### src/hw/rtl/gss_pkg.sv
// Types, codes and helpers shared by the snapshot slot store and its checker.
// No dependencies.
`timescale 1ns / 1ps
`default_nettype none

package gss_pkg;

  localparam int GEN_W    = 32;
  localparam int LEN_W    = 4;
  localparam int DATA_W   = 64;
  localparam int CFG_W    = 4;

  localparam logic [CFG_W-1:0] RST_RING_SLOTS = 4'd4;
  localparam logic [CFG_W-1:0] RST_ITEM_BYTES = 4'd8;

  typedef enum logic [2:0] {
    ST_OK        = 3'd0,
    ST_INVALID   = 3'd1,
    ST_CAPACITY  = 3'd2,
    ST_NOT_READY = 3'd3,
    ST_STALE     = 3'd4
  } status_t;

  typedef enum logic [1:0] {
    PH_FREE      = 2'd0,
    PH_WRITING   = 2'd1,
    PH_PUBLISHED = 2'd2,
    PH_READING   = 2'd3
  } phase_t;

  typedef enum logic {
    CMD_PUBLISH = 1'b0,
    CMD_COPY    = 1'b1
  } command_t;

  typedef enum logic {
    REG_RING_SLOTS = 1'b0,
    REG_ITEM_BYTES = 1'b1
  } cfg_reg_t;

  typedef enum logic [2:0] {
    S_IDLE,
    S_DIV,
    S_READ,
    S_EXEC,
    S_DONE
  } fsm_t;

  typedef struct packed {
    logic              command;
    logic [GEN_W-1:0]  generation;
    logic [LEN_W-1:0]  payload_length;
    logic [DATA_W-1:0] payload;
    logic              retire;
  } cmd_item_t;

  typedef struct packed {
    status_t           status;
    logic [DATA_W-1:0] data;
  } rsp_item_t;

  // Mask covering the low 'bytes' bytes of a data word.
  function automatic logic [DATA_W-1:0] byte_mask(input logic [LEN_W-1:0] bytes);
    logic [DATA_W-1:0] m;
    m = '0;
    for (int i = 0; i < DATA_W / 8; i++) begin
      if (LEN_W'(i) < bytes) m[i*8 +: 8] = 8'hFF;
    end
    return m;
  endfunction

endpackage

`default_nettype wire

### src/hw/rtl/generation_snapshot_slot_store_core.sv
// Generation snapshot slot store: top level, control sequencer and slot storage.
// Depends on gss_pkg.
`timescale 1ns / 1ps
`default_nettype none

// A ring of snapshot slots tagged by generation. A publish item (command 0)
// stores its payload in slot (generation-1) mod the configured slot count when
// the generation is the expected next one and the slot is free, then marks the
// slot published and advances the expected generation (it sticks at 0 after the
// maximum, 2^GEN_BITS-1). A copy item (command 1) returns the slot data when the
// slot holds exactly the requested generation and is published; otherwise status
// is not ready (tag below request) or stale (tag above, or slot free). retire=1
// frees the slot on a good copy. Every item yields exactly one result item.
// Sequencing: an item with bad arguments (zero or out-of-range generation, length
// not equal to the configured payload size) goes from accept straight to the
// done state, which loads its result into the output register. Any other item
// runs through the bit-serial remainder unit, which reduces the 32-bit
// generation-1 by the slot count one bit per cycle, then a slot read state, an
// update state and the done state, then returns to idle for the next accept.
// The done state waits while the output register holds an untaken result.
// cmd_ready is high only while the sequencer is idle; a finished result sits in
// the output register so the next item can be accepted while the result still
// waits for rsp_ready. Configuration writes are always accepted and should
// only be issued while no item is in flight. No clearing pass after reset:
// slot phases and tag-written bits are flip-flops cleared at once.
module generation_snapshot_slot_store_core #(
  parameter int MAX_SLOTS         = 8,
  parameter int MAX_PAYLOAD_BYTES = 8,
  parameter int GEN_BITS          = 32
) (
  input  wire                         clk,
  input  wire                         rst,
  input  wire                         cmd_valid,
  output logic                        cmd_ready,
  input  gss_pkg::cmd_item_t          cmd,
  output logic                        rsp_valid,
  input  wire                         rsp_ready,
  output gss_pkg::rsp_item_t          rsp,
  input  wire                         cfg_valid,
  output logic                        cfg_ready,
  input  gss_pkg::cfg_reg_t           cfg_index,
  input  wire [gss_pkg::CFG_W-1:0]    cfg_data
);

  localparam int SLOT_W  = $clog2(MAX_SLOTS + 1);
  localparam int IDX_W   = (MAX_SLOTS > 1) ? $clog2(MAX_SLOTS) : 1;
  localparam int REM_W   = SLOT_W + 1;
  localparam int TAG_W   = (GEN_BITS < gss_pkg::GEN_W) ? GEN_BITS : gss_pkg::GEN_W;
  localparam int CMP_W   = (GEN_BITS > gss_pkg::GEN_W) ? GEN_BITS : gss_pkg::GEN_W;
  localparam int STORE_W = MAX_PAYLOAD_BYTES * 8;
  localparam int CNT_W   = $clog2(gss_pkg::GEN_W);
  localparam logic [CMP_W-1:0] MAX_GEN = (CMP_W'(1) << GEN_BITS) - CMP_W'(1);

  // Sequencer and item registers
  gss_pkg::fsm_t                 state, state_next;
  gss_pkg::cmd_item_t            cur;
  logic [gss_pkg::GEN_W-1:0]     dvd;
  logic [REM_W-1:0]              rem;
  logic [CNT_W-1:0]              cnt;
  gss_pkg::status_t              res_status;
  logic [gss_pkg::DATA_W-1:0]    res_data;

  // Configuration and ring state
  logic [gss_pkg::CFG_W-1:0]     ring_slots;
  logic [gss_pkg::CFG_W-1:0]     item_bytes;
  logic [GEN_BITS-1:0]           expected;
  gss_pkg::phase_t               phase [MAX_SLOTS];
  logic [MAX_SLOTS-1:0]          tag_written;
  logic [TAG_W-1:0]              tag_mem [MAX_SLOTS];
  logic [STORE_W-1:0]            data_mem [MAX_SLOTS];
  logic [TAG_W-1:0]              tag_rd;
  logic [STORE_W-1:0]            data_rd;

  // Combinational
  logic [SLOT_W-1:0]             eff_slots;
  logic [gss_pkg::LEN_W-1:0]     eff_bytes;
  logic [gss_pkg::DATA_W-1:0]    mask;
  logic                          arg_ok;
  logic                          cmd_fire;
  logic [REM_W-1:0]              shifted;
  logic [REM_W-1:0]              rem_next;
  logic [IDX_W-1:0]              idx;
  logic [gss_pkg::GEN_W-1:0]     cur_tag;
  gss_pkg::phase_t               cur_ph;
  gss_pkg::status_t              exec_status;
  logic [gss_pkg::DATA_W-1:0]    exec_data;
  logic                          pub_ok;
  logic                          copy_ok;
  logic [GEN_BITS-1:0]           expected_next;
  logic                          load_rsp;

  assign cfg_ready = 1'b1;
  assign cmd_fire  = cmd_valid && cmd_ready;
  assign mask      = gss_pkg::byte_mask(eff_bytes);
  assign idx       = rem[IDX_W-1:0];

  // Clamp the registers into their legal ranges at the point of use
  always_comb begin
    if (ring_slots == '0) begin
      eff_slots = SLOT_W'(1);
    end else if (int'(ring_slots) > MAX_SLOTS) begin
      eff_slots = SLOT_W'(MAX_SLOTS);
    end else begin
      eff_slots = SLOT_W'(ring_slots);
    end
    if (item_bytes == '0) begin
      eff_bytes = gss_pkg::LEN_W'(1);
    end else if (int'(item_bytes) > MAX_PAYLOAD_BYTES) begin
      eff_bytes = gss_pkg::LEN_W'(MAX_PAYLOAD_BYTES);
    end else begin
      eff_bytes = item_bytes;
    end
  end

  assign arg_ok = (cmd.payload_length == eff_bytes) && (cmd.generation != '0) &&
                  (CMP_W'(cmd.generation) <= MAX_GEN);

  // Remainder unit: shift in one dividend bit, subtract the slot count
  // when it fits.
  always_comb begin
    shifted  = {rem[REM_W-2:0], dvd[gss_pkg::GEN_W-1]};
    rem_next = (shifted >= REM_W'(eff_slots)) ? (shifted - REM_W'(eff_slots)) : shifted;
  end

  // Decide the item's outcome from the slot read in the previous cycle
  always_comb begin
    cur_tag       = tag_written[idx] ? gss_pkg::GEN_W'(tag_rd) : '0;
    cur_ph        = phase[idx];
    exec_status   = gss_pkg::ST_OK;
    exec_data     = '0;
    pub_ok        = 1'b0;
    copy_ok       = 1'b0;
    expected_next = expected;
    if (cur.command == gss_pkg::CMD_PUBLISH) begin
      if (CMP_W'(cur.generation) != CMP_W'(expected)) begin
        exec_status = gss_pkg::ST_INVALID;
      end else if (cur_ph != gss_pkg::PH_FREE) begin
        exec_status = gss_pkg::ST_CAPACITY;
      end else begin
        pub_ok        = 1'b1;
        expected_next = (CMP_W'(cur.generation) == MAX_GEN) ? '0 :
                        GEN_BITS'(CMP_W'(cur.generation) + CMP_W'(1));
      end
    end else begin
      if (cur_tag < cur.generation ||
          (cur_tag == cur.generation && cur_ph == gss_pkg::PH_WRITING)) begin
        exec_status = gss_pkg::ST_NOT_READY;
      end else if (cur_tag > cur.generation || cur_ph == gss_pkg::PH_FREE) begin
        exec_status = gss_pkg::ST_STALE;
      end else if (cur_ph != gss_pkg::PH_PUBLISHED) begin
        exec_status = gss_pkg::ST_NOT_READY;
      end else begin
        copy_ok   = 1'b1;
        exec_data = gss_pkg::DATA_W'(data_rd) & mask;
      end
    end
  end

  // Next state
  always_comb begin
    state_next = state;
    case (state)
      gss_pkg::S_IDLE: begin
        if (cmd_fire) state_next = arg_ok ? gss_pkg::S_DIV : gss_pkg::S_DONE;
      end
      gss_pkg::S_DIV: begin
        if (cnt == CNT_W'(gss_pkg::GEN_W - 1)) state_next = gss_pkg::S_READ;
      end
      gss_pkg::S_READ: state_next = gss_pkg::S_EXEC;
      gss_pkg::S_EXEC: state_next = gss_pkg::S_DONE;
      gss_pkg::S_DONE: begin
        if (load_rsp) state_next = gss_pkg::S_IDLE;
      end
      default: state_next = gss_pkg::S_IDLE;
    endcase
  end

  // Sequencer outputs
  always_comb begin
    cmd_ready = (state == gss_pkg::S_IDLE);
    load_rsp  = (state == gss_pkg::S_DONE) && (!rsp_valid || rsp_ready);
  end

  // Control state
  always_ff @(posedge clk) begin
    if (rst) begin
      state       <= gss_pkg::S_IDLE;
      rsp_valid   <= 1'b0;
      ring_slots  <= gss_pkg::RST_RING_SLOTS;
      item_bytes  <= gss_pkg::RST_ITEM_BYTES;
      expected    <= GEN_BITS'(1);
      tag_written <= '0;
      for (int i = 0; i < MAX_SLOTS; i++) phase[i] <= gss_pkg::PH_FREE;
    end else begin
      state <= state_next;
      if (load_rsp) begin
        rsp_valid <= 1'b1;
      end else if (rsp_ready) begin
        rsp_valid <= 1'b0;
      end
      if (cfg_valid && cfg_ready) begin
        case (cfg_index)
          gss_pkg::REG_RING_SLOTS: ring_slots <= cfg_data;
          gss_pkg::REG_ITEM_BYTES: item_bytes <= cfg_data;
          default: ;
        endcase
      end
      if (state == gss_pkg::S_EXEC) begin
        if (pub_ok) begin
          phase[idx]       <= gss_pkg::PH_PUBLISHED;
          tag_written[idx] <= 1'b1;
          expected         <= expected_next;
        end else if (copy_ok && cur.retire) begin
          phase[idx] <= gss_pkg::PH_FREE;
        end
      end
    end
  end

  // Datapath: item capture, remainder iterations, result and output registers
  always_ff @(posedge clk) begin
    case (state)
      gss_pkg::S_IDLE: begin
        if (cmd_fire) begin
          cur        <= cmd;
          dvd        <= cmd.generation - gss_pkg::GEN_W'(1);
          rem        <= '0;
          cnt        <= '0;
          res_status <= gss_pkg::ST_INVALID;
          res_data   <= '0;
        end
      end
      gss_pkg::S_DIV: begin
        rem <= rem_next;
        dvd <= {dvd[gss_pkg::GEN_W-2:0], 1'b0};
        cnt <= cnt + CNT_W'(1);
      end
      gss_pkg::S_EXEC: begin
        res_status <= exec_status;
        res_data   <= exec_data;
      end
      default: ;
    endcase
    if (load_rsp) begin
      rsp.status <= res_status;
      rsp.data   <= res_data;
    end
  end

  // Slot memories: read at the slot index in the read cycle, write on publish
  always_ff @(posedge clk) begin
    if (state == gss_pkg::S_READ) begin
      tag_rd  <= tag_mem[idx];
      data_rd <= data_mem[idx];
    end
    if (state == gss_pkg::S_EXEC && pub_ok) begin
      tag_mem[idx]  <= TAG_W'(cur.generation);
      data_mem[idx] <= STORE_W'(cur.payload & mask);
    end
  end

endmodule

`default_nettype wire

### config.mk
export PLATFORM = sky130hd
export DESIGN_NAME = generation_snapshot_slot_store_core
export DESIGN_NICKNAME = d
export VERILOG_FILES = /design/src/hw/rtl/gss_pkg.sv /design/src/hw/rtl/generation_snapshot_slot_store_core.sv
export SDC_FILE = /design/constraint.sdc
export NUM_CORES = 1
export LEC_CHECK = 0
export ABC_CLOCK_PERIOD_IN_PS = 12300
export BUFFER_PORTS_ARGS = -buffer_cell sky130_fd_sc_hd__buf_2
export CAP_MARGIN = 20
export CORE_MARGIN = 2
export CORE_UTILIZATION = 55
export DETAILED_ROUTE_END_ITERATION = 6
export MAX_ROUTING_LAYER = met4
export PLACE_DENSITY_LB_ADDON = 0.3
export SYNTH_ARGS = -nofsm -noshare
export SYNTH_HDL_FRONTEND = slang
export SYNTH_SLANG_ARGS = --single-unit
### constraint.sdc
create_clock -name clk -period 12.3 [get_ports clk]
set_clock_uncertainty 0.2 [all_clocks]
set_input_delay 0.615 -clock clk [delete_from_list [all_inputs] [get_ports clk]]
set_output_delay 0.615 -clock clk [all_outputs]
set_load 0.01 [all_outputs]
[Word level (Yosys, flattened, before mapping)]
Memory sizes are Yosys's and may differ from the RTL's. A register that Yosys moved wholly into a read port is not among the register bits.
Index checks and enable logic that the tools add are counted.
Word-level totals
  flip-flop bits (word level): 325
  latch bits: 0
  memory bits (writable): 776
  ROM bits: 0
  input bits: 112
  output and inout bits: 70
  logic and storage cells: 162
  memories kept: 3
Operators by class
  add/subtract/negate cells: 4
  multipliers: 0
  divide/modulo/power cells: 0
  $lt $le $gt $ge: 16
  equality and inequality tests: 14
  shift-type cells: 0
  multiplexer cells: 70
  bitwise gates (word level): 8
  reduce and logical (&&, ||, !) cells: 30
Memory list
  data_mem: depth 8, bits a word 64, read ports 1, clocked after memory_dff 1, write ports 1, line generation_snapshot_slot_store_core.sv:70  | logic [STORE_W-1:0] data_mem [MAX_SLOTS];
  tag_mem: depth 8, bits a word 32, read ports 1, clocked after memory_dff 1, write ports 1, line generation_snapshot_slot_store_core.sv:69  | logic [TAG_W-1:0] tag_mem [MAX_SLOTS];
  phase: depth 8, bits a word 1, read ports 1, clocked after memory_dff 1, write ports 8, line generation_snapshot_slot_store_core.sv:67  | gss_pkg::phase_t phase [MAX_SLOTS];
Operator list (count)
  64-bit two-way mux: 5
  64-bit AND: 2
  64-bit case mux with 2 select lines: 1
  32-bit two-way mux: 3
  8-bit two-way mux: 8
  32-bit case mux with 2 select lines: 1
  32-bit by 1-bit adder with 32-bit output (second input constant): 1
  32-bit == test: 1
  32-bit == test (second input constant): 1
  32-bit > comparator: 1
  32-bit less-or-equal comparator (second input constant): 1
  32-bit < comparator: 1
  32-bit != test: 1
  32-bit nonzero test: 1
  32-bit by 1-bit subtractor with 32-bit output (second input constant): 1
  3-bit two-way mux: 10
  1-bit two-way mux: 27
  4-bit two-way mux: 5
  3-bit by 4-bit < comparator with 1-bit output (first input constant): 4
  3-bit case mux with 5 select lines: 1
  2-bit AND reduction: 6
  5-bit case mux with 2 select lines: 1
  4-bit > comparator (second input constant): 2
  1-bit logical AND: 8
  other kinds (33): 49

[Longest topological paths before layout]
Gate-level depths: netlist of run 1.
  word-level depth: 17
  mapped depth: 15
  gate-level depth less buffers: 12

[Worst setup path after synthesis of run 1]
Ideal clock, no wire load.
  path kind: input to register
  from: input cmd_valid
  to: register cnt[0] (enable)
  library setup time: 0.398 ns
  data arrival time: 8.974 ns
  data required time: 11.702 ns
  path slack: 2.728 ns
  stages: 4
  path buffers: 0
  path through: nand2b_1 > nor3_1 > nor2_1 > inv_1
Between the ends
  word-level cells in the longest chain between the ends: 3
Ends and longest elaborated chain
  from (decl): line generation_snapshot_slot_store_core.sv:33  | input wire cmd_valid,
  1-bit logical AND: line generation_snapshot_slot_store_core.sv:93  | assign cmd_fire = cmd_valid && cmd_ready;
  2-bit by 1-bit != test with 1-bit output (no line)
  2-bit AND reduction (no line)
  to (signal assigned): line generation_snapshot_slot_store_core.sv:236  | cnt <= cnt + CNT_W'(1);
  to (decl): line generation_snapshot_slot_store_core.sv:59  | logic [CNT_W-1:0] cnt;
Every way passes these cells.
A chain may end at the register's enable or synchronous reset.

[Worst setup path after layout of run 1]
  from: register cur[96] (netlist bit)
  to: memory data_mem[2][7] (netlist bit) (enable)
Between the ends
  word-level cells in the longest chain between the ends: 6
Ends and longest elaborated chain
  from (decl): line generation_snapshot_slot_store_core.sv:56  | gss_pkg::cmd_item_t cur;
  from (signal assigned): line generation_snapshot_slot_store_core.sv:225  | cur <= cmd;
  32-bit != test: line generation_snapshot_slot_store_core.sv:135  | if (CMP_W'(cur.generation) != CMP_W'(expected)) begin
  1-bit two-way mux: line generation_snapshot_slot_store_core.sv:135
  1-bit two-way mux: line generation_snapshot_slot_store_core.sv:134  | if (cur.command == gss_pkg::CMD_PUBLISH) begin
  1-bit logical AND: line generation_snapshot_slot_store_core.sv:256  | if (state == gss_pkg::S_EXEC && pub_ok) begin
  1-bit two-way mux: line generation_snapshot_slot_store_core.sv:256
  1-bit two-way mux (not written as such): line generation_snapshot_slot_store_core.sv:258  | data_mem[idx] <= STORE_W'(cur.payload & mask);
  to (decl): line generation_snapshot_slot_store_core.sv:70
Every way passes these cells.

==> results of run 1 <==
-- what timing repair did --
item / 4_1_cts / 5_1_grt
endpoints found under the hold margin: 83 / 0
hold buffers: 81 / 0
buffers inserted: 0 / 0
endpoints found under the setup margin: 0 / 0
gates resized for setup: 0 / 0
-- stage by stage --
stage	std cells	setup WS, ps	area (µm²)	power (µW)	hold slack (ps)
global route	4117	6191	51580	8666	28.80
detailed placement	3833	6595	47200	5120	204.5
global placement	3833	6700	47200	5103	201.6
floorplan	2691	2728	45100	4949	200.3
CTS	4117	6574	51580	8472	0.9837
finish	4118	6483	51580	8425	33.93
-- sequential cells by signal (all words and copies together), names as in the netlist, 5 cells and up, named ones only --
signal       count
phase            8
dvd             32
res_data        64
cnt              5
cur             98
data_rd         64
tag_mem        256
expected        32
tag_written      8
data_mem       512
rsp             67
tag_rd          32
-- cell type report --
type,count,share of cell area
timing repair buffer,307,0.03988
clock buffer,133,0.05628
multi-input combinational,1294,0.1739
clock inverter,70,0.01286
tap,1070,0.02596
antenna,1,0.00004852
sequential,1200,0.6880
inverter,43,0.003129
-- placed cells by master (no fill, tap or decap), drive strengths merged, types with 5 or more instances in the layout --
cell type    netlist  layout
nor2             101     101
mux2               6       6
clkinv             0      50
nor3              35      35
a21oi             38      38
nand3             17      17
inv               43      48
and2              72      72
nor2b             39      39
xor2              40      40
or3                8       8
xnor2             49      49
or2                7       7
clkbuf           127     133
o21ai             44      44
edfxtp          1145    1145
nand2             75      75
bufinv             0      11
dfxtp             55      55
nand3b             5       5
nand4            118     118
and3              63      63
a221o              8       8
buf               27     226
or4               11      11
ha                41      41
nand2b            20      20
a211oi            19      19
mux2i             16      16
and4               6       6
dlygate4sd3        0      81
a22oi            381     381
nor4              24      24
-- layer usage --
metal,vias up,GRT usage,part of all wire
met1,12780,0.3297,0.39
li1,11250,-,-
met2,1175,0.4174,0.50
met3,198,0.03227,0.076
met5,-,-,0
met4,0,0.08346,0.027
-- cells by family (layout without fill, tap and decap cells) --
logic type	after synthesis	after routing	synth area share
other cells	1	2	0.00008316
compound gates	521	521	0.08315
simple gates	616	616	0.07688
buf+inv	197	553	0.01737
mux	25	25	0.006548
xor+xnor	89	89	0.01729
fa+ha+maj	42	42	0.01182
flops	1200	1200	0.7869
-- synth_stat cells, types with 40 or more instances --
library cell	number
edfxtp_1	1145
a22oi_1	381
clkbuf_1	127
nand4_1	117
nor2_1	101
nand2_1	75
and2_1	72
and3_1	63
dfxtp_1	55
xnor2_1	49
inv_1	43
ha_1	41
o21ai_0	41
xor2_1	40
-- final timing paths --
check,from,endpoint,slack (ps),depth (start not counted)
setup / recovery,cur[96],data_mem[2][7],6480,8
hold / removal,rsp_ready,rsp_valid,30,3
setup reg to reg,cur[96],data_mem[2][7],6480,8
hold reg to reg,res_data[1],rsp[1],220,0
-- where the power goes --
part | leakage [µW] | internal, µW | switching, µW | total (µW)
Clock | 0.00175 | 1910 | 1460 | 3370
Sequential | 0.0110 | 4590 | 58.9 | 4650
Combinational | 0.00433 | 137 | 271 | 408
-- worst min-delay path: stages --
cell,delay [ps]
buf_2,80
nand2b_1,110
a21oi_1,60
==> summary.txt, run 1 <==
Global routing
  – Gr usage total: 0.2531
  – GRT Residual Overflow: 0
  – Largest net degree at the start of global routing: 74
  – Vias in the first global route: 25810
  – Initial antenna violation count: 2
  – First-pass GRT wire length: 156900 µm

Finish
  – Multi-input logic area: 8969 µm²
  – Layout Utilization: 0.6322
  – FF/Latch Area: 35480 µm²
  – Fillcell total: 5607
  – Layout cells sized above 1: 0.1434
  – NumNets Final: 3113
  – P&R area growth vs syn: 14.37%

Power and ir drop
  – Worst IR Drop VDD: 0.1092 mV
  – PwrDens: 163.4 nW/µm²
  – Leakage power: 0.01704 µW

Clock tree
  – TritonCTS buffer count: 113
  – Worst-path clk slew: 60 ps
  – Clk_lat worst skew: 690 ps
  – H-tree level count: 3
  – Root Buffer: clkbuf_16
  – Clock buffer depth: 3
  – TritonCTS clock tree: yes
  – CTS Sinks: 1200

Placed design
  – Routability cong.: 0.8806
  – Post-DP HPWL: 56600 µm
  – Port buffer count: 180

STA
  – Min Tclk post-route: 5817 ps
  – Final setup viols: 0
  – RSZ-0062 raised after global routing: no
  – Fmax: 171.9 MHz
  – Tcrit/Tclk final: 0.4729
  – Max-slew headroom: 0.2823
  – Slew Viols, Final: 0
  – Worst-Margin Slew: 1077 ps
  – Final Hold Viols: 0
  – Setup TNS: 0 ps

Worst setup path
  – CP top delay family: simple AND/OR/NAND/NOR gates
  – CP startpoint kind: flop
  – Crit-path slowest cell: nor2_4
  – Crit path buffers/inverters: 2
  – Max FO, Critical Path: 44
  – Slowest stage delay, CP: 920 ps
  – Critical Path Sink Type: flop
  – Crit path cell chain: xor2_1, nor4_1, nand4_1, nor4_1, nand2b_1, nor2_4, buf_4, buf_4
  – Critical path type: flop to flop
  – CP Data Arrival Time: 5920 ps
  – CP required: 12400 ps

Job
  – Max cap viols: 0

Logic synthesis
  – Share of the synthesized area in the top cell type: 0.7624
  – Top cells by area, synth: edfxtp_1, a22oi_1, dfxtp_1
  – Largest area contributor in the synthesized netlist: edfxtp_1
  – #FFs+latches synth: 1200
  – Ys flop type: edfxtp_1
  – Cells after Synth: 2691
  – Synth async-reset ratio: 0
  – Library cells used by synthesis: 66
  – Post-Syn Area: 45100 µm²
  – Synth warn: 0
  – Seq/Total Area, Yosys: 0.7869
  – Synthesized area per cell: 16.76 µm²
  – Net Count, Synth: 2845
  – Number of synthesized flops with an enable pin: 1145

Floorplan
  – Die area: 84300 µm²
  – Starting density of the core: 0.5527
  – Die X: 290.3 µm
  – Ports: 182
  – Cell Rows: 105
  – Core Region: 81580 µm²
  – Die Span Y: 290.3 µm

Worst hold path
  – Hold Crit Class: primary input to flop

Status
  – Status: finished, final reports clean

Detailed routing
  – Residual DRC: 0
  – Drt pass-1 iters: 7
  – Wirelength per Cell: 25.33 µm
  – Routed WL: 104300 µm
  – Vias: 25390
  – Via/cell ratio: 6.167
  – DRT iter0 DRCs: 3001
  – Final antenna-violating net count: 0
Power figures use the tool's default switching activity.
==> run 2: changes to the inputs <==
--- a/config.mk
+++ b/config.mk
@@ -5,7 +5,7 @@
 export SDC_FILE = /design/constraint.sdc
 export NUM_CORES = 1
 export LEC_CHECK = 0
-export ABC_CLOCK_PERIOD_IN_PS = 12300
+export ABC_CLOCK_PERIOD_IN_PS = 4900
 export BUFFER_PORTS_ARGS = -buffer_cell sky130_fd_sc_hd__buf_2
 export CAP_MARGIN = 20
 export CORE_MARGIN = 2
==> constraint.sdc (replaced) <==
create_clock -name clk -period 4.9 [get_ports clk]
set_clock_uncertainty 0.2 [all_clocks]
set_input_delay 0.245 -clock clk [delete_from_list [all_inputs] [get_ports clk]]
set_output_delay 0.245 -clock clk [all_outputs]
set_load 0.01 [all_outputs]
==> run 2 against run 1 <==
  * Flip-flop and latch count unchanged
  * Power grew to 2.5 times the previous value
  * Die area did not move
  * Cell area is 1.5% higher
  * Fmax up 38%
  * Critical endpoint is now res_data[31]
  * Combinational power rose to 2.6 times the previous value
==> summary.txt, run 2 (synthesis results as in run 1) <==
Worst setup path
  – CP startpoint kind: flop
  – Max FO, Critical Path: 64
  – R2r setup slk: 690 ps
  – Critical Path Sink Type: flop
  – CP Data Arrival Time: 4550 ps
  – R2R Path End: res_data[31]
  – CP required: 5250 ps
  – Critical path type: flop to flop
  – R2R cell count: 14
  – FF-to-FF Start: rem[0]

Floorplan
  – Starting density of the core: 0.5527
  – Die X: 290.3 µm
  – Ports: 182
  – Core Region: 81580 µm²
  – Die area: 84300 µm²
  – Cell Rows: 105
  – Die Span Y: 290.3 µm

Placed design
  – Post-DP HPWL: 53980 µm
  – Placed cells: 3843
  – Placement Setup Slack: 732.8 ps
  – Cell Area, Placed: 47570 µm²
  – Routability cong.: 0.8674
  – Port buffer count: 180

Power and ir drop
  – Sw Share: 0.2125
  – Worst IR Drop VDD: 0.2905 mV
  – Flop pwr share: 0.551
  – Int Pwr: 16660 µW
  – PwrDens: 404.2 nW/µm²
  – Sw Pwr: 4494 µW
  – Logic pwr share: 0.050
  – Clk network pwr share: 0.399
  – Leakage power: 0.01730 µW

Worst hold path
  – Hold Path Depth: 4
  – Hold Crit Class: primary input to flop
  – Hold Path Sink: state[2]
  – Hold Crit Start: cmd[68]

Detailed routing
  – Residual DRC: 0
  – Drt pass-1 iters: 6
  – Routed WL: 103000 µm
  – Via/cell ratio: 6.133
  – Final antenna-violating net count: 0
  – Vias: 25560
  – Wirelength per Cell: 24.71 µm
  – DRT iter0 DRCs: 2631

Clock tree
  – Clock buffer depth: 3
  – Worst-path clk slew: 60 ps
  – TritonCTS buffer count: 113
  – Post-CTS Resized: 0
  – Clk_lat worst skew: 680 ps
  – H-tree level count: 3
  – Root Buffer: clkbuf_16
  – TritonCTS clock tree: yes
  – CTS Sinks: 1200

Finish
  – Layout cells sized above 1: 0.1459
  – Fin cells: 4168
  – Commonest non-fill, non-tap cell in the layout: edfxtp_1
  – Largest Register: data_mem
  – Multi-input logic area: 8981 µm²
  – Top flop regs: data_mem x512, tag_mem x256, cur x98
  – Max FFs per register: 512
  – P&R area growth vs syn: 16.05%
  – Layout Utilization: 0.6415
  – Most frequent cells in the layout: edfxtp_1, a22oi_1, buf_2, nand4_1, dlygate4sd3_1
  – FF/Latch Area: 35480 µm²
  – Fillcell total: 5493
  – NumNets Final: 3157
  – Final Cell Area: 52330 µm²
  – # diodes: 0

Global routing
  – Initial antenna violation count: 3
  – First-pass GRT wire length: 155500 µm
  – Largest net degree at the start of global routing: 100
  – Gr usage total: 0.2505
  – GRT Residual Overflow: 0
  – Vias in the first global route: 26000

STA
  – Min Tclk post-route: 4209 ps
  – Tcrit/Tclk final: 0.8589
  – Final setup viols: 0
  – RSZ-0062 raised after global routing: no
  – Worst-Margin Slew: 1151 ps
  – Final setup margin: 691.2 ps
  – Fmax: 237.6 MHz
  – Final Hold Viols: 0
  – Setup TNS: 0 ps
  – Max-slew headroom: 0.2306
  – Slew Viols, Final: 0

Status
  – Status: finished, final reports clean

Job
  – Max cap viols: 0
==> run 2: cell count changes in the layout (fill, tap and decap cells not counted), moves of 2 or more <==
cell	change
buf_12	+23
inv_6	-2
clkinv_2	-2
bufinv_16	-2
clkinv_4	+2
dlygate4sd3_1	+34
buf_4	-13
clkinv_1	+3
clkinvlp_4	+6
==> run 2: stage by stage <==
stage | total power, µW | hold WS, ps
after detailed placement | 12860 | 204.5
final | 21150 | 65.28
after global placement | 12830 | 200.0
after floorplan | 12420 | 143.9
after CTS | 21260 | 33.47
after global routing | 21790 | 59.50
==> run 2: area by class of cell <==
| type | instances | share of cell area |
|---|---|---|
| Timing Repair Buffer | 351 | 0.05274 |
| Sequential cell | 1200 | 0.6780 |
| Multi-Input combinational cell | 1294 | 0.1716 |
| Clock inverter | 76 | 0.01279 |
| Inverter | 43 | 0.003084 |
| Clock buffer | 134 | 0.05614 |
| Tap cell | 1070 | 0.02558 |
==> run 2: how the worst max path moves through the flow <==
stage,startpoint,endpoint,cells past startpoint
finish,rem[0],res_data[31],14
global route,rem[0],res_data[42],14
CTS,rem[0],res_data[31],14
detailed placement,rem[0],res_data[32],14
global placement,rem[0],res_data[14],15
floorplan,cur[73],data_mem[3][0],9
==> run 2: routing by layer <==
metal,global-route usage,vias up,share of wire
met2,0.4166,1180,0.51
met5,-,-,0
met1,0.3133,12830,0.38
met3,0.03755,213,0.074
met4,0.09616,0,0.035
li1,-,11350,-
==> run 2: critical path: stages, from the launching register on <==
cell	delay, ps
edfxtp_1	600
nor2_1	200
a222oi_1	360
nor2_1	80
a21oi_2	120
buf_4	330
nor2b_1	100
ha_1	320
nand4_1	140
nor4_1	460
o21ai_0	250
nand4_1	170
o21a_2	150
buf_12	300
and3_1	220
==> run 2: power by group through the flow <==
stage | registers (µW) | logic, µW | clock network [µW]
finish | 11700 | 1060 | 8430
global route | 11700 | 1160 | 8950
detailed placement | 11900 | 983 | 0
CTS | 11700 | 1060 | 8540
global placement | 11900 | 954 | 0
floorplan | 11800 | 585 | 0
==> run 2: repair_timing <==
item,CTS,global route
hold buffers,115,0
endpoints found under the hold margin,151,0
buffers inserted,0,0
